<file path="src/rtl/vapc_pkg.sv">
// Package for the valve actuator position controller.
// Holds the port words, the internal command word, codes and arithmetic constants.
// No dependencies.
`default_nettype none

package vapc_pkg;

    // Field widths
    localparam int POS_W      = 16;
    localparam int ADC_W      = 12;
    localparam int PCT_W      = 7;
    localparam int DEB_W      = 8;
    localparam int ROUNDS_W   = 2;
    localparam int SUM_W      = POS_W + 1;
    localparam int CFG_DATA_W = 12;

    // full_open * percent, and floor(x / 100) as (x * RECIP_M) >> RECIP_SHIFT.
    // The reciprocal error stays below one unit for every x below 2**PROD_W.
    localparam int PROD_W      = POS_W + PCT_W;
    localparam int RECIP_W     = 24;
    localparam int RECIP_SHIFT = 30;
    localparam logic [RECIP_W-1:0] RECIP_M = 24'd10737419;
    localparam int RMUL_W      = PROD_W + RECIP_W;
    localparam int QUOT_W      = RMUL_W - RECIP_SHIFT;

    // Queue depths
    localparam int MIDQ_DEPTH = 2;
    localparam int MIDQ_PTR_W = $clog2(MIDQ_DEPTH);
    localparam int MIDQ_CNT_W = $clog2(MIDQ_DEPTH + 1);
    localparam int OUTQ_DEPTH = 2;
    localparam int OUTQ_PTR_W = $clog2(OUTQ_DEPTH);
    localparam int OUTQ_CNT_W = $clog2(OUTQ_DEPTH + 1);

    // Reset values of the configuration registers
    localparam logic [ADC_W-1:0] THRESHOLD_RST = 12'd2025;
    localparam logic [DEB_W-1:0] DEBOUNCE_RST  = 8'd20;

    // Number of end-stop closings in one calibration
    localparam logic [ROUNDS_W-1:0] CALIB_CLOSE_ROUNDS = 2'd3;

    // Motor drive codes
    localparam logic [1:0] DRIVE_STOP = 2'd0;
    localparam logic [1:0] DRIVE_FWD  = 2'd1;
    localparam logic [1:0] DRIVE_BACK = 2'd2;

    typedef enum logic [1:0] {
        REQ_TICK   = 2'd0,
        REQ_ADC    = 2'd1,
        REQ_CALIB  = 2'd2,
        REQ_SETPOS = 2'd3
    } t_req;

    typedef enum logic [1:0] {
        MODE_IDLE  = 2'd0,
        MODE_CALIB = 2'd1,
        MODE_SEEK  = 2'd2
    } t_mode;

    typedef enum logic {
        CFG_THRESHOLD = 1'b0,
        CFG_DEBOUNCE  = 1'b1
    } t_cfg_idx;

    typedef struct packed {
        logic [1:0]       req_type;
        logic [ADC_W-1:0] adc_value;
        logic [PCT_W-1:0] percent;
    } t_in_word;

    typedef struct packed {
        logic [1:0]       motor_drive;
        logic [POS_W-1:0] position;
        logic [POS_W-1:0] max_position;
        logic             busy_res;
        logic             end_stop;
        logic             calib_done;
    } t_out_word;

    // Classified event passed from front to back
    typedef struct packed {
        t_req             req;
        logic             hit;
        logic [PCT_W-1:0] percent;
    } t_cmd;

endpackage

`default_nettype wire

</file>
<file path="src/rtl/vapc_queue.sv">
// Two-entry command queue between the front and the back.
// Depends on vapc_pkg (t_cmd, depth constants).
`default_nettype none

module vapc_queue import vapc_pkg::*; (
    input  wire logic i_clk,
    input  wire logic i_rst_n,
    input  wire logic i_push,
    input  wire t_cmd i_word,
    output logic      o_full,
    output logic      o_valid,
    output t_cmd      o_word,
    input  wire logic i_pop
);

    t_cmd                  r_mem [MIDQ_DEPTH];
    logic [MIDQ_PTR_W-1:0] r_wr_ptr, n_wr_ptr;
    logic [MIDQ_PTR_W-1:0] r_rd_ptr, n_rd_ptr;
    logic [MIDQ_CNT_W-1:0] r_count, n_count;
    logic                  do_push;
    logic                  do_pop;

    assign o_full  = (r_count == MIDQ_CNT_W'(MIDQ_DEPTH));
    assign o_valid = (r_count != '0);
    assign o_word  = r_mem[r_rd_ptr];
    assign do_push = i_push && !o_full;
    assign do_pop  = i_pop && o_valid;

    // Pointer and fill update
    always_comb begin
        n_wr_ptr = r_wr_ptr;
        n_rd_ptr = r_rd_ptr;
        n_count  = r_count;
        if (do_push) begin
            n_wr_ptr = (r_wr_ptr == MIDQ_PTR_W'(MIDQ_DEPTH - 1)) ? '0 : r_wr_ptr + 1'b1;
        end
        if (do_pop) begin
            n_rd_ptr = (r_rd_ptr == MIDQ_PTR_W'(MIDQ_DEPTH - 1)) ? '0 : r_rd_ptr + 1'b1;
        end
        case ({do_push, do_pop})
            2'b10:   n_count = r_count + 1'b1;
            2'b01:   n_count = r_count - 1'b1;
            default: n_count = r_count;
        endcase
    end

    always_ff @(posedge i_clk) begin
        if (!i_rst_n) begin
            r_wr_ptr <= '0;
            r_rd_ptr <= '0;
            r_count  <= '0;
        end else begin
            r_wr_ptr <= n_wr_ptr;
            r_rd_ptr <= n_rd_ptr;
            r_count  <= n_count;
        end
    end

    // Storage, no reset
    always_ff @(posedge i_clk) begin
        if (do_push) begin
            r_mem[r_wr_ptr] <= i_word;
        end
    end

endmodule

`default_nettype wire

</file>
<file path="src/rtl/vapc_front.sv">
// Front end: configuration registers and classification of incoming words.
// Depends on vapc_pkg; feeds vapc_queue.
`default_nettype none

module vapc_front import vapc_pkg::*; (
    input  wire logic                  i_clk,
    input  wire logic                  i_rst_n,
    input  wire logic                  i_cfg_valid,
    input  wire logic                  i_cfg_index,
    input  wire logic [CFG_DATA_W-1:0] i_cfg_data,
    output logic                       o_cfg_ready,
    input  wire logic                  i_push,
    input  wire t_in_word              i_word,
    input  wire logic                  i_q_full,
    output logic                       o_q_push,
    output t_cmd                       o_q_word,
    output logic [DEB_W-1:0]           o_debounce
);

    logic [ADC_W-1:0] r_threshold;
    logic [DEB_W-1:0] r_debounce;
    t_req             req;

    assign o_cfg_ready = 1'b1;
    assign o_debounce  = r_debounce;

    // Configuration writes
    always_ff @(posedge i_clk) begin
        if (!i_rst_n) begin
            r_threshold <= THRESHOLD_RST;
            r_debounce  <= DEBOUNCE_RST;
        end else if (i_cfg_valid) begin
            unique case (t_cfg_idx'(i_cfg_index))
                CFG_THRESHOLD: r_threshold <= i_cfg_data[ADC_W-1:0];
                CFG_DEBOUNCE:  r_debounce  <= i_cfg_data[DEB_W-1:0];
                default:       r_threshold <= r_threshold;
            endcase
        end
    end

    // Classify: decode the event and judge the end-stop sample now
    assign req               = t_req'(i_word.req_type);
    assign o_q_push          = i_push && !i_q_full;
    assign o_q_word.req      = req;
    assign o_q_word.hit      = (req == REQ_ADC) && (i_word.adc_value < r_threshold);
    assign o_q_word.percent  = i_word.percent;

endmodule

`default_nettype wire

</file>
<file path="src/rtl/vapc_back.sv">
// Back end: target product, controller state update and result buffer.
// Depends on vapc_pkg; drains vapc_queue.
`default_nettype none

module vapc_back import vapc_pkg::*; (
    input  wire logic             i_clk,
    input  wire logic             i_rst_n,
    input  wire logic             i_q_valid,
    input  wire t_cmd             i_q_word,
    output logic                  o_q_pop,
    input  wire logic [DEB_W-1:0] i_debounce,
    input  wire logic             i_pop,
    output logic                  o_empty,
    output t_out_word             o_word
);

    // Execute stage
    logic              r_s1_valid;
    t_cmd              r_s1_cmd;
    logic [PROD_W-1:0] r_s1_prod;
    logic              s1_fire;
    logic              s1_load;
    logic [POS_W-1:0]  fo_fwd;
    logic [PROD_W-1:0] prod;

    // Controller state
    t_mode               r_mode, n_mode;
    logic                r_opening, n_opening;
    logic                r_running, n_running;
    logic [POS_W-1:0]    r_pos, n_pos;
    logic [POS_W-1:0]    r_full_open, n_full_open;
    logic [POS_W-1:0]    r_target, n_target;
    logic [DEB_W-1:0]    r_hit_count, n_hit_count;
    logic [ROUNDS_W-1:0] r_rounds, n_rounds;
    logic [SUM_W-1:0]    r_open_sum, n_open_sum;
    logic                done;

    logic [DEB_W-1:0]    hit_inc;
    logic [ROUNDS_W-1:0] rounds_inc;
    logic [RMUL_W-1:0]   rmul;
    logic [QUOT_W-1:0]   quot;
    logic [POS_W-1:0]    tgt_sat;
    t_out_word           res;

    // Result buffer
    t_out_word             r_ob_mem [OUTQ_DEPTH];
    logic [OUTQ_PTR_W-1:0] r_ob_wr, r_ob_rd;
    logic [OUTQ_CNT_W-1:0] r_ob_count;
    logic                  ob_pop;
    logic                  ob_room;

    assign ob_pop  = i_pop && !o_empty;
    assign ob_room = (r_ob_count != OUTQ_CNT_W'(OUTQ_DEPTH)) || ob_pop;
    assign s1_fire = r_s1_valid && ob_room;
    assign s1_load = i_q_valid && (!r_s1_valid || s1_fire);
    assign o_q_pop = s1_load;

    // Product for the entering word, with full_open forwarded from the word now leaving
    assign fo_fwd = s1_fire ? n_full_open : r_full_open;
    assign prod   = PROD_W'(fo_fwd) * PROD_W'(i_q_word.percent);

    always_ff @(posedge i_clk) begin
        if (!i_rst_n) begin
            r_s1_valid <= 1'b0;
        end else if (s1_load) begin
            r_s1_valid <= 1'b1;
        end else if (s1_fire) begin
            r_s1_valid <= 1'b0;
        end
    end

    always_ff @(posedge i_clk) begin
        if (s1_load) begin
            r_s1_cmd  <= i_q_word;
            r_s1_prod <= prod;
        end
    end

    // Divide by 100 through the reciprocal, then saturate to 16 bits
    assign rmul    = RMUL_W'(r_s1_prod) * RMUL_W'(RECIP_M);
    assign quot    = rmul[RMUL_W-1:RECIP_SHIFT];
    assign tgt_sat = (|quot[QUOT_W-1:POS_W]) ? '1 : quot[POS_W-1:0];

    assign hit_inc    = r_hit_count + 1'b1;
    assign rounds_inc = r_rounds + 1'b1;

    // Next state of the controller for the word in the execute stage
    always_comb begin
        n_mode      = r_mode;
        n_opening   = r_opening;
        n_running   = r_running;
        n_pos       = r_pos;
        n_full_open = r_full_open;
        n_target    = r_target;
        n_hit_count = r_hit_count;
        n_rounds    = r_rounds;
        n_open_sum  = r_open_sum;
        done        = 1'b0;
        if (r_s1_valid) begin
            unique case (r_s1_cmd.req)
                REQ_TICK: begin
                    if (r_running) begin
                        if (r_opening) begin
                            n_pos = r_pos + 1'b1;
                        end else if (r_pos != '0) begin
                            n_pos = r_pos - 1'b1;
                        end
                        if (r_mode == MODE_SEEK) begin
                            if (r_opening ? (n_pos >= r_target) : (n_pos <= r_target)) begin
                                n_running = 1'b0;
                                n_mode    = MODE_IDLE;
                            end
                        end
                    end
                end
                REQ_ADC: begin
                    if (r_s1_cmd.hit && r_mode == MODE_CALIB) begin
                        n_hit_count = hit_inc;
                        if (hit_inc >= i_debounce) begin
                            n_hit_count = '0;
                            if (r_opening) begin
                                n_open_sum = r_open_sum + SUM_W'(r_pos);
                                n_opening  = 1'b0;
                            end else begin
                                n_pos    = '0;
                                n_rounds = rounds_inc;
                                if (rounds_inc == CALIB_CLOSE_ROUNDS) begin
                                    n_running   = 1'b0;
                                    n_rounds    = '0;
                                    n_full_open = r_open_sum[SUM_W-1:1];
                                    n_mode      = MODE_IDLE;
                                    done        = 1'b1;
                                end else begin
                                    n_opening = 1'b1;
                                end
                            end
                        end
                    end
                end
                REQ_CALIB: begin
                    if (r_mode == MODE_IDLE) begin
                        n_mode      = MODE_CALIB;
                        n_opening   = 1'b0;
                        n_running   = 1'b1;
                        n_hit_count = '0;
                        n_rounds    = '0;
                        n_open_sum  = '0;
                    end
                end
                REQ_SETPOS: begin
                    if (r_mode == MODE_IDLE) begin
                        n_target = tgt_sat;
                        if (r_pos < tgt_sat) begin
                            n_opening = 1'b1;
                            n_running = 1'b1;
                            n_mode    = MODE_SEEK;
                        end else begin
                            n_opening = 1'b0;
                            if (r_pos > tgt_sat) begin
                                n_running = 1'b1;
                                n_mode    = MODE_SEEK;
                            end else begin
                                n_running = 1'b0;
                            end
                        end
                    end
                end
                default: n_mode = r_mode;
            endcase
        end
    end

    // Result word from the updated state
    always_comb begin
        res.motor_drive  = n_running ? (n_opening ? DRIVE_BACK : DRIVE_FWD) : DRIVE_STOP;
        res.position     = n_pos;
        res.max_position = n_full_open;
        res.busy_res     = (n_mode != MODE_IDLE);
        res.end_stop     = r_s1_cmd.hit;
        res.calib_done   = done;
    end

    always_ff @(posedge i_clk) begin
        if (!i_rst_n) begin
            r_mode      <= MODE_IDLE;
            r_opening   <= 1'b1;
            r_running   <= 1'b0;
            r_pos       <= '0;
            r_full_open <= '0;
            r_target    <= '0;
            r_hit_count <= '0;
            r_rounds    <= '0;
            r_open_sum  <= '0;
        end else if (s1_fire) begin
            r_mode      <= n_mode;
            r_opening   <= n_opening;
            r_running   <= n_running;
            r_pos       <= n_pos;
            r_full_open <= n_full_open;
            r_target    <= n_target;
            r_hit_count <= n_hit_count;
            r_rounds    <= n_rounds;
            r_open_sum  <= n_open_sum;
        end
    end

    // Result buffer control
    always_ff @(posedge i_clk) begin
        if (!i_rst_n) begin
            r_ob_wr    <= '0;
            r_ob_rd    <= '0;
            r_ob_count <= '0;
        end else begin
            if (s1_fire) begin
                r_ob_wr <= (r_ob_wr == OUTQ_PTR_W'(OUTQ_DEPTH - 1)) ? '0 : r_ob_wr + 1'b1;
            end
            if (ob_pop) begin
                r_ob_rd <= (r_ob_rd == OUTQ_PTR_W'(OUTQ_DEPTH - 1)) ? '0 : r_ob_rd + 1'b1;
            end
            case ({s1_fire, ob_pop})
                2'b10:   r_ob_count <= r_ob_count + 1'b1;
                2'b01:   r_ob_count <= r_ob_count - 1'b1;
                default: r_ob_count <= r_ob_count;
            endcase
        end
    end

    always_ff @(posedge i_clk) begin
        if (s1_fire) begin
            r_ob_mem[r_ob_wr] <= res;
        end
    end

    assign o_empty = (r_ob_count == '0);
    assign o_word  = r_ob_mem[r_ob_rd];

endmodule

`default_nettype wire

</file>
<file path="src/rtl/valve_actuator_position_controller.sv">
// Top level of the valve actuator position controller.
// Depends on vapc_pkg, vapc_front, vapc_queue and vapc_back.
//
//   channel   direction  handshake                 word
//   input     in         push / full               i_in_word  (t_in_word)
//   result    out        empty / pop               o_out_word (t_out_word)
//   config    in         i_cfg_valid / o_cfg_ready i_cfg_index, i_cfg_data
//
// One word is taken per cycle while full is low, and one result is given per word. A
// result passes through the command queue, the execute stage and the result buffer.
// The execute stage updates the controller state for each word it passes on, so its
// state loop sets the rate. Synchronous reset; no clearing pass. With pop held low
// the result buffer, the execute stage and the command queue fill, then full rises.
`default_nettype none

module valve_actuator_position_controller import vapc_pkg::*; (
    input  wire logic                  i_clk,
    input  wire logic                  i_rst_n,
    input  wire logic                  push,
    output logic                       full,
    input  wire t_in_word              i_in_word,
    output logic                       empty,
    input  wire logic                  pop,
    output t_out_word                  o_out_word,
    input  wire logic                  i_cfg_valid,
    output logic                       o_cfg_ready,
    input  wire logic                  i_cfg_index,
    input  wire logic [CFG_DATA_W-1:0] i_cfg_data
);

    logic             q_push;
    t_cmd             q_in;
    logic             q_valid;
    t_cmd             q_out;
    logic             q_pop;
    logic [DEB_W-1:0] debounce;

    vapc_front u_front (
        .i_clk       (i_clk),
        .i_rst_n     (i_rst_n),
        .i_cfg_valid (i_cfg_valid),
        .i_cfg_index (i_cfg_index),
        .i_cfg_data  (i_cfg_data),
        .o_cfg_ready (o_cfg_ready),
        .i_push      (push),
        .i_word      (i_in_word),
        .i_q_full    (full),
        .o_q_push    (q_push),
        .o_q_word    (q_in),
        .o_debounce  (debounce)
    );

    vapc_queue u_queue (
        .i_clk   (i_clk),
        .i_rst_n (i_rst_n),
        .i_push  (q_push),
        .i_word  (q_in),
        .o_full  (full),
        .o_valid (q_valid),
        .o_word  (q_out),
        .i_pop   (q_pop)
    );

    vapc_back u_back (
        .i_clk      (i_clk),
        .i_rst_n    (i_rst_n),
        .i_q_valid  (q_valid),
        .i_q_word   (q_out),
        .o_q_pop    (q_pop),
        .i_debounce (debounce),
        .i_pop      (pop),
        .o_empty    (empty),
        .o_word     (o_out_word)
    );

    // The motor never runs while the controller is idle
    a_idle_stopped: assert property (@(posedge i_clk) disable iff (!i_rst_n)
        (!empty && !o_out_word.busy_res) |-> (o_out_word.motor_drive == DRIVE_STOP))
        else $error("motor running while idle");

    // Finishing calibration leaves the valve at the closed end stop
    a_calib_zero: assert property (@(posedge i_clk) disable iff (!i_rst_n)
        (!empty && o_out_word.calib_done) |->
            (o_out_word.position == '0 && o_out_word.motor_drive == DRIVE_STOP))
        else $error("calibration done away from zero");

    // The command queue only fills through an accepted word
    a_full_rise: assert property (@(posedge i_clk) disable iff (!i_rst_n)
        $rose(full) |-> $past(push))
        else $error("queue filled without a push");

endmodule

`default_nettype wire

</file>
<file path="config.mk">
export PLATFORM = sky130hd
export DESIGN_NAME = valve_actuator_position_controller
export DESIGN_NICKNAME = d
export VERILOG_FILES = /design/src/rtl/vapc_pkg.sv /design/src/rtl/vapc_queue.sv /design/src/rtl/vapc_front.sv /design/src/rtl/vapc_back.sv /design/src/rtl/valve_actuator_position_controller.sv
export SDC_FILE = /design/constraint.sdc
export NUM_CORES = 1
export LEC_CHECK = 0
export BUFFER_PORTS_ARGS = -buffer_cell sky130_fd_sc_hd__buf_2
export CELL_PAD_IN_SITES_DETAIL_PLACEMENT = 0
export CELL_PAD_IN_SITES_GLOBAL_PLACEMENT = 1
export CORE_AREA = 10 10 241 243
export DETAILED_ROUTE_END_ITERATION = 16
export DIE_AREA = 0 0 251 253
export PLACE_DENSITY = 0.85
export SLEW_MARGIN = 10
export SYNTH_ARGS = -nofsm -noshare
export SYNTH_HDL_FRONTEND = slang
export SYNTH_SLANG_ARGS = --single-unit
</file>
<file path="constraint.sdc">
create_clock -name i_clk -period 10.3 [get_ports i_clk]
set_input_delay 2.06 -clock i_clk [delete_from_list [all_inputs] [get_ports i_clk]]
set_output_delay 2.06 -clock i_clk [all_outputs]
set_load 0.005 [all_outputs]
</file>
### Word level (Yosys, flattened, before mapping)

Memory sizes are Yosys's and may differ from the RTL's. A register that Yosys moved wholly into a read port is not among the register bits.
Index checks and enable logic that the tools add are counted.

* register bits: 134
* latch bits: 0
* memory bits (writable): 94
* ROM bits: 0
* input port bits: 39
* memories: 2

Memories
* u_back.r_ob_mem: words 2, width 37, read ports 1, clocked after Yosys merged registers in 1, write ports 1, RTL line vapc_back.sv:46 `t_out_word r_ob_mem [OUTQ_DEPTH];`
* u_queue.r_mem: words 2, width 10, read ports 1, clocked after Yosys merged registers in 1, write ports 1, RTL line vapc_queue.sv:16 `t_cmd r_mem [MIDQ_DEPTH];`

* add/sub/neg operators: 13
* multipliers: 2
* div/mod/pow operators: 0
* order comparisons: 6
* equality and inequality tests: 18
* shift operators: 0
* multiplexer cells: 94
* bitwise operators: 1
* reduce and logical (&&, ||, !) cells: 29

Operators with widths (number)
* 2-to-1 mux 16 bit: 18
* 2-to-1 mux 17 bit: 4
* multiplier 23 x 24 -> 47 bit (second input constant): 1
* 2-to-1 mux 1 bit: 41
* 2-to-1 mux 2 bit: 19
* one-hot mux 17 bit (2 select lines): 1
* one-hot mux 16 bit (2 select lines): 1
* 2-to-1 mux 8 bit: 3
* multiplier 16 x 7 -> 23 bit: 1
* adder 17 x 16 -> 17 bit: 1
* adder 16 x 1 -> 16 bit (second input constant): 1
* >= comparator 16 bit: 1
* > comparator 16 bit: 1
* <= comparator 16 bit: 1
* less-than comparator 16 bit: 1
* one-hot mux 8 bit (2 select lines): 1
* nonzero test 16 bit: 1
* subtractor 16 x 1 -> 16 bit (second input constant): 1
* equality test 2 bit (second input constant): 7
* AND reduction 7 bit: 2
* less-than comparator 12 bit: 1
* one-hot mux 2 bit (2 select lines): 3
* nonzero test 2 bit: 6
* equality test 2 x 1 -> 1 bit (second input constant): 5
* 18 further kinds: 41

### Depth between registers and ports, before layout

Gate-level depths: netlist (run 1).

* word-level depth: 14
* gate-level depth with buffers: 33
* mapped depth without buffers: 33

### Cells and area by module

Synthesis (run 1) repeated with hierarchy kept, for this count alone.

* cell total of the unflattened synthesis: 2481
* area total of the unflattened synthesis: 24278.3 um2

By module, submodules not included
* vapc_back: instances 1, cells an instance 2291, area each 22150.0 um2, seq. area each 4704.5 um2
* vapc_front: instances 1, cells an instance 132, area each 1179.9 um2, seq. area each 400.4 um2
* vapc_queue: instances 1, cells an instance 58, area each 948.4 um2, seq. area each 700.7 um2

### Worst setup path after synthesis (run 1)

OpenSTA, ideal clock, no wires.

* path type: register to register
* start: reg u_back.r_s1_prod[6]
* end: mem u_back.r_ob_mem[0][36] (netlist bit) (data pin)
* data arrival time: 7766 ps
* required time: 10038 ps
* slack: 2272 ps
* cell stages (with the launch flop): 32
* buffers on the path: 1
* cell sequence: edfxtp_1 -> fa_1 -> inv_1 -> fa_1 -> fa_1 -> inv_1 -> fa_1 -> fa_1 -> fa_1 -> inv_1 -> fa_1 -> inv_1 -> ha_1 -> a21o_1 -> a221o_1 -> a41oi_2 -> o221a_4 -> a31oi_4 -> a31oi_4 -> xnor2_2 -> buf_6 -> nor2_4 -> ha_1 -> a21o_1 -> a21o_1 -> a21oi_1 -> o311ai_0 -> nor2_1 -> o31ai_1 -> o22ai_1 -> a31oi_1 -> nor2_1

RTL lines
* from (decl): RTL line vapc_back.sv:20 `logic [PROD_W-1:0] r_s1_prod;`
* from (signal assigned): RTL line vapc_back.sv:75 `r_s1_prod <= prod;`
* to (decl): RTL line vapc_back.sv:46

==> impl_metrics.csv, run 1 <==
group,metric,value,unit
timing,fin_crit,9600,ps
cells_and_area,area_growth,8.35,%
routing,drtPass1Iterations,6,
timing,max_freq,104,MHz
place,place_congestion,0.944,
global_route,track_usage,19.2,%
clocking,clk_latency,560,ps
floorplan,start_util,45.6,%
floorplan,io_pins,79,
setup_path,rrSetupSlack,700,ps
floorplan,die_h,253,um
yosys,synth_seq_cells,230,
setup_path,crit_top_cell,"fa_1",
global_route,busiest_layer,"met2",
setup_path,path_max_fanout,14,
clocking,cts-root-buf,"clkbuf_16",
clocking,postCtsSetupBuffers,0,
clocking,cts.clk_slew.worst_paths,70,ps
min_path,min_path_cells,2,
clocking,clk_path_buf_depth,3,
clocking,hold_buffers,0,
place,port_buffers,77,
yosys,syn_area,24300,sq um
yosys,synth.avg_cell_area,9.95,sq um
routing,routed_wl,61100,um
floorplan,rows,85,
clocking,cts_resized,0,
global_route,grt_util_met3,3.64,%
setup_path,crit_type,"flip-flop to flip-flop",
global_route,grt_pass1_vias,18400,
setup_path,critical_path.startpoint_type,"flip-flop",
timing,setup_violations,0,
timing,drv_slew,0,
flow_run,maxCapViolCount,0,
timing,finClkSkew,23.6,ps
yosys,synth-edff-count,120,
cells_and_area,drive_gt1_share,10.1,%
yosys,async_reset_ff_share,0,%
setup_path,cp_slowest_cell,"o311ai_0",
clocking,htree_num_levels,1,
routing,drt-initial-drc-count,1288,
timing,hold_viol,0,
timing,tightest_slew,1210,ps
timing,rsz0062_at_grt,"false",
status,outcome,"completed",
setup_path,cp.required,10610,ps
setup_path,cp_slowest_stage_delay,850,ps
global_route,overflow,0,
routing,route.vias.total,17300,
timing,slew-limit-headroom,19.4,%
cells_and_area,finalInstanceArea,26300,sq um
timing,fin_crit_sh,93.2,%
floorplan,dieWidth,251,um
yosys,synth_cell_types,84,
global_route,antenna_found_initial,0,
routing,vias_per_cell,5.39,
cells_and_area,ff_latch_area,5810,sq um
clocking,cts_num_sinks,230,
clocking,cts_tree,"done",
global_route,grt_max_degree,63,
yosys,yosysSeqAreaShare,23.9,%
floorplan,die-area,63500,sq um
clocking,cts_buffers,25,
place,placed_area,25400,sq um
routing,ant_nets,0,
setup_path,cp-end-kind,"flip-flop",
cells_and_area,multi_input_area,16600,sq um
cells_and_area,nFillCells,4823,
global_route,grt_pass1_wl,98200,um
global_route,grt_use_met1,25.3,%
min_path,min_path_type,"flip-flop to flip-flop",
setup_path,cp.arrival,9910,ps
setup_path,reg2reg_depth,29,
floorplan,core-area,53300,sq um
yosys,syn_nets,3106,
routing,drc,0,
global_route,gr-usage-met2,31.8,%
yosys,syn-instance-count,2443,
yosys,synth_ff_type,"edfxtp_1",
cells_and_area,antennaDiodeCount,0,
timing,finalSetupTns,0,ps
place,dpl.hpwl,50400,um
routing,post_drt_wl_per_cell,19.1,um
yosys,synth_warnings,0,
cells_and_area,fin_nets,3156,
[final cells by class]
class | count | share of cell area, %
sequential | 230 | 22.0
clock buffer | 32 | 2.65
timing repair buffer | 89 | 1.81
inverter | 445 | 6.34
tap | 696 | 3.31
multi-input combinational | 1702 | 62.9
clock inverter | 14 | 0.960
[final timing paths]
kind / startpoint / to
max: u_back.r_s1_prod[14]$_DFFE_PP_ / u_back.r_ob_mem[1][36]$_DFFE_PP_
min: u_front.o_debounce[3]$_SDFFE_PN0P_ / u_front.o_debounce[3]$_SDFFE_PN0P_
max reg2reg: u_back.r_s1_prod[14]$_DFFE_PP_ / u_back.r_ob_mem[1][36]$_DFFE_PP_
min reg2reg: u_front.o_debounce[3]$_SDFFE_PN0P_ / u_front.o_debounce[3]$_SDFFE_PN0P_
[critical path, delay by kind of cell, from the launching register on]
family / cells / cell delay (ps)
fa+ha+maj: 9 / 4180
simple gates: 7 / 1360
xor+xnor: 1 / 690
buf+inv: 5 / 560
compound gates: 7 / 2000
flops: 1 / 570
[metal layers]
layer / vias up / share of wire (%) / routed length (um)
met1: 8476 / 44 / 27100
met2: 474 / 46 / 28400
met3: 92 / 6.9 / 4200
met4: 0 / 2.4 / 1490
li1: 8243 / - / -
met5: - / 0 / 0
[cell usage after synthesis (9+ instances only)]
| cell | number | area (sq um) |
|---|---|---|
| o31ai_1 | 9 | 67.6 |
| ha_1 | 360 | 4500 |
| fa_1 | 264 | 5290 |
| mux2_2 | 77 | 867 |
| clkbuf_1 | 53 | 199 |
| and3_1 | 20 | 125 |
| a21oi_1 | 112 | 561 |
| xor2_1 | 31 | 272 |
| dfxtp_1 | 110 | 2200 |
| nor2b_1 | 18 | 113 |
| or3_1 | 10 | 62.6 |
| xnor2_1 | 49 | 429 |
| a22o_1 | 12 | 105 |
| o21ai_0 | 71 | 355 |
| inv_1 | 444 | 1670 |
| nand2b_1 | 18 | 113 |
| a21o_1 | 51 | 383 |
| o211ai_1 | 21 | 158 |
| edfxtp_1 | 120 | 3600 |
| a31oi_1 | 16 | 100 |
| nor3_1 | 19 | 95.1 |
| nand4_1 | 18 | 113 |
| nor2_1 | 129 | 484 |
| and2_1 | 31 | 194 |
| nand3_1 | 38 | 190 |
| nand2_1 | 187 | 702 |
[cell families after synthesis]
family / after synthesis / share of synthesized area (%)
xor gates and xnor gates: 81 / 2.95
buffers and inverters: 511 / 8.03
adders and majority gates: 624 / 40.3
muxes: 85 / 3.90
DFF: 230 / 23.9
other: 1 / 0.0154
and+or+nand+nor: 532 / 10.6
AOI/OAI and AO/OA: 379 / 10.3
[metrics by stage]
stage	hold slack [ps]	std cells	utilization, %	setup slack (ps)
final	456	3208	49.4	701
after CTS	461	3208	49.4	802
after floorplan	436	2443	-	2270
after global routing	486	3208	49.4	234
after global placement	450	3162	47.6	1030
after detailed placement	452	3162	47.6	815
[registers in the layout (all words and copies together), names as in the netlist, named ones only]
register             flops
u_front.o_debounce       8
u_front.r_threshold     12
u_back.r_rounds          2
u_back.r_full_open      16
u_queue.r_wr_ptr         1
u_back.r_hit_count       8
u_back.r_ob_count        2
u_back.r_running         1
u_queue.r_count          2
u_back.r_ob_wr           1
u_queue.r_mem           20
u_back.r_target         16
u_back.r_s1_valid        1
u_queue.r_rd_ptr         1
u_back.r_ob_mem         74
u_back.r_opening         1
u_back.r_ob_rd           1
u_back.r_mode            2
u_back.r_open_sum       17
u_back.r_pos            16
u_back.r_s1_cmd          3
u_back.r_s1_prod        23
[cells in the final DEF, fill, tap and decap left out, types with 16 or more instances in the layout]
| master | instances |
|---|---|
| fa_1 | 264 |
| nor3_1 | 19 |
| nand4_1 | 18 |
| mux2_2 | 77 |
| nand3_1 | 38 |
| and2_1 | 31 |
| o21ai_0 | 71 |
| xor2_1 | 31 |
| a21oi_1 | 112 |
| dfxtp_1 | 109 |
| nor2b_1 | 17 |
| buf_2 | 77 |
| and3_1 | 19 |
| nand2_1 | 187 |
| a21o_1 | 51 |
| nand2b_1 | 18 |
| a31oi_1 | 16 |
| xnor2_1 | 49 |
| ha_1 | 360 |
| edfxtp_1 | 120 |
| nor2_1 | 127 |
| clkbuf_16 | 26 |
| inv_1 | 444 |
| o211ai_1 | 21 |
Power of run 1 is left out: the tool's default activity adds up to more than one toggle a clock period on the data nets, which glitch-free logic cannot reach.
==> run 2, diff against run 1 <==
--- a/config.mk
+++ b/config.mk
@@ -8,10 +8,10 @@
 export BUFFER_PORTS_ARGS = -buffer_cell sky130_fd_sc_hd__buf_2
 export CELL_PAD_IN_SITES_DETAIL_PLACEMENT = 0
 export CELL_PAD_IN_SITES_GLOBAL_PLACEMENT = 1
-export CORE_AREA = 10 10 241 243
+export CORE_AREA = 10 10 255 257
 export DETAILED_ROUTE_END_ITERATION = 16
-export DIE_AREA = 0 0 251 253
-export PLACE_DENSITY = 0.85
+export DIE_AREA = 0 0 265 267
+export PLACE_DENSITY = 0.78
 export SLEW_MARGIN = 10
 export SYNTH_ARGS = -nofsm -noshare
 export SYNTH_HDL_FRONTEND = slang
==> impl_metrics.csv, run 2 (same netlist as run 1, synthesis figures left out) <==
group,metric,value,unit
status,outcome,"completed",
floorplan,die_h,267,um
global_route,grt_pass1_vias,18100,
floorplan,dieWidth,265,um
setup_path,crit_type,"flip-flop to flip-flop",
cells_and_area,post-route-util,44.0,%
timing,setup_violations,0,
place,port_buffers,77,
clocking,clk_latency,550,ps
timing,max_freq,111,MHz
clocking,clk_path_buf_depth,3,
timing,drv_slew,0,
global_route,antenna_found_initial,0,
cells_and_area,fin_nets,3160,
cells_and_area,drive_gt1_share,10.1,%
setup_path,path_max_fanout,13,
global_route,track_usage,17.3,%
place,dpl.hpwl,50900,um
clocking,hold_buffers,0,
cells_and_area,antennaDiodeCount,0,
cells_and_area,area_growth,8.33,%
floorplan,io_pins,79,
routing,ant_nets,0,
timing,finalSetupTns,0,ps
timing,holdWs,458,ps
setup_path,cp_slowest_stage_delay,770,ps
clocking,htree_num_levels,1,
routing,drc,0,
floorplan,core-area,59900,sq um
clocking,cts_tree,"done",
routing,drtPass1Iterations,6,
clocking,cts_buffers,25,
cells_and_area,final_common_cell,"inv_1",
timing,finClkSkew,26.9,ps
min_path,min_path_type,"flip-flop to flip-flop",
setup_path,cp-end-kind,"flip-flop",
floorplan,rows,90,
timing,fin_crit,9030,ps
setup_path,critical_path.startpoint_type,"flip-flop",
setup_path,cp.arrival,9250,ps
timing,hold_viol,0,
timing,tightest_slew,1130,ps
cells_and_area,max_flop_register,"u_back.r_ob_mem",
cells_and_area,nFillCells,5770,
clocking,postCtsSetupBuffers,0,
routing,route.vias.total,17200,
setup_path,cp_slowest_cell,"xnor2_2",
routing,post_drt_wl_per_cell,18.6,um
clocking,cts-root-buf,"clkbuf_16",
clocking,cts_resized,0,
cells_and_area,largestRegisters,"u_back.r_ob_mem: 74 flops, u_back.r_s1_prod: 23 flops, u_queue.r_mem: 20 flops",
global_route,overflow,0,
flow_run,maxCapViolCount,0,
cells_and_area,finalInstanceArea,26300,sq um
routing,drt-initial-drc-count,996,
clocking,cts_num_sinks,230,
place,place_congestion,0.940,
global_route,grt_max_degree,46,
cells_and_area,largest_reg_flops,74,
setup_path,crit_top_cell,"fa_1",
routing,vias_per_cell,5.23,
floorplan,die-area,70800,sq um
timing,slew-limit-headroom,24.8,%
clocking,cts.clk_slew.worst_paths,60,ps
timing,rsz0062_at_grt,"false",
timing,fin_crit_sh,87.7,%
floorplan,start_util,40.6,%
place,placed_area,25500,sq um
global_route,grt_pass1_wl,97500,um
cells_and_area,final_cell_mix,"inv_1, ha_1, fa_1",
routing,routed_wl,61300,um
setup_path,cp.required,10520,ps
## run 2: cell types whose count changed in the layout (fill, tap and decap cells not counted), sizes merged
cell,change
clkinv,+5
inv,-2
clkinvlp,+2
bufinv,-5
buf,+4
## run 2: cell type report
cell class	instances	area [sq um]	area share (%)
multi-input combinational	1702	16600	62.9
sequential	230	5810	22.1
inverter	445	1670	6.34
tap	782	978	3.72
clock buffer	32	682	2.59
timing repair buffer	93	526	2.00
clock inverter	14	108	0.409
## run 2: critical path: cells and delay by family (launching register included)
kind / cells / cell delay [ps]
buffers and inverters: 5 / 400
DFF: 1 / 570
AOI/OAI and AO/OA: 8 / 1700
and+or+nand+nor: 6 / 1130
adders and majority gates: 9 / 4140
xor gates and xnor gates: 1 / 770
## run 2: per-stage QoR
stage,setup WS [ps],cells
floorplan,2270,2443
global placement,1360,3251
detailed placement,1240,3251
CTS,1240,3297
global route,716,3298
finish,1270,3298
## run 2: path summary, 6_finish.rpt
path                                                         start                                 end  slack [ps]  cells past startpoint
worst min register to register  u_front.o_debounce[5]$_SDFFE_PN0P_  u_front.o_debounce[5]$_SDFFE_PN0P_         460                      2
worst max register to register      u_back.r_s1_prod[14]$_DFFE_PP_     u_back.r_ob_mem[1][2]$_DFFE_PP_        1270                     29
worst min-delay path            u_front.o_debounce[5]$_SDFFE_PN0P_  u_front.o_debounce[5]$_SDFFE_PN0P_         460                      2
worst max-delay path                u_back.r_s1_prod[14]$_DFFE_PP_     u_back.r_ob_mem[1][2]$_DFFE_PP_        1270                     29
## run 2: routing by layer
layer	track usage (%)	routed length (um)	share of wire [%]
met5	0	0	0
met2	29.1	28500	47
met4	4.36	1490	2.4
met3	3.11	3720	6.1
met1	22.6	27500	45
Power of run 2 is left out for the same reason.
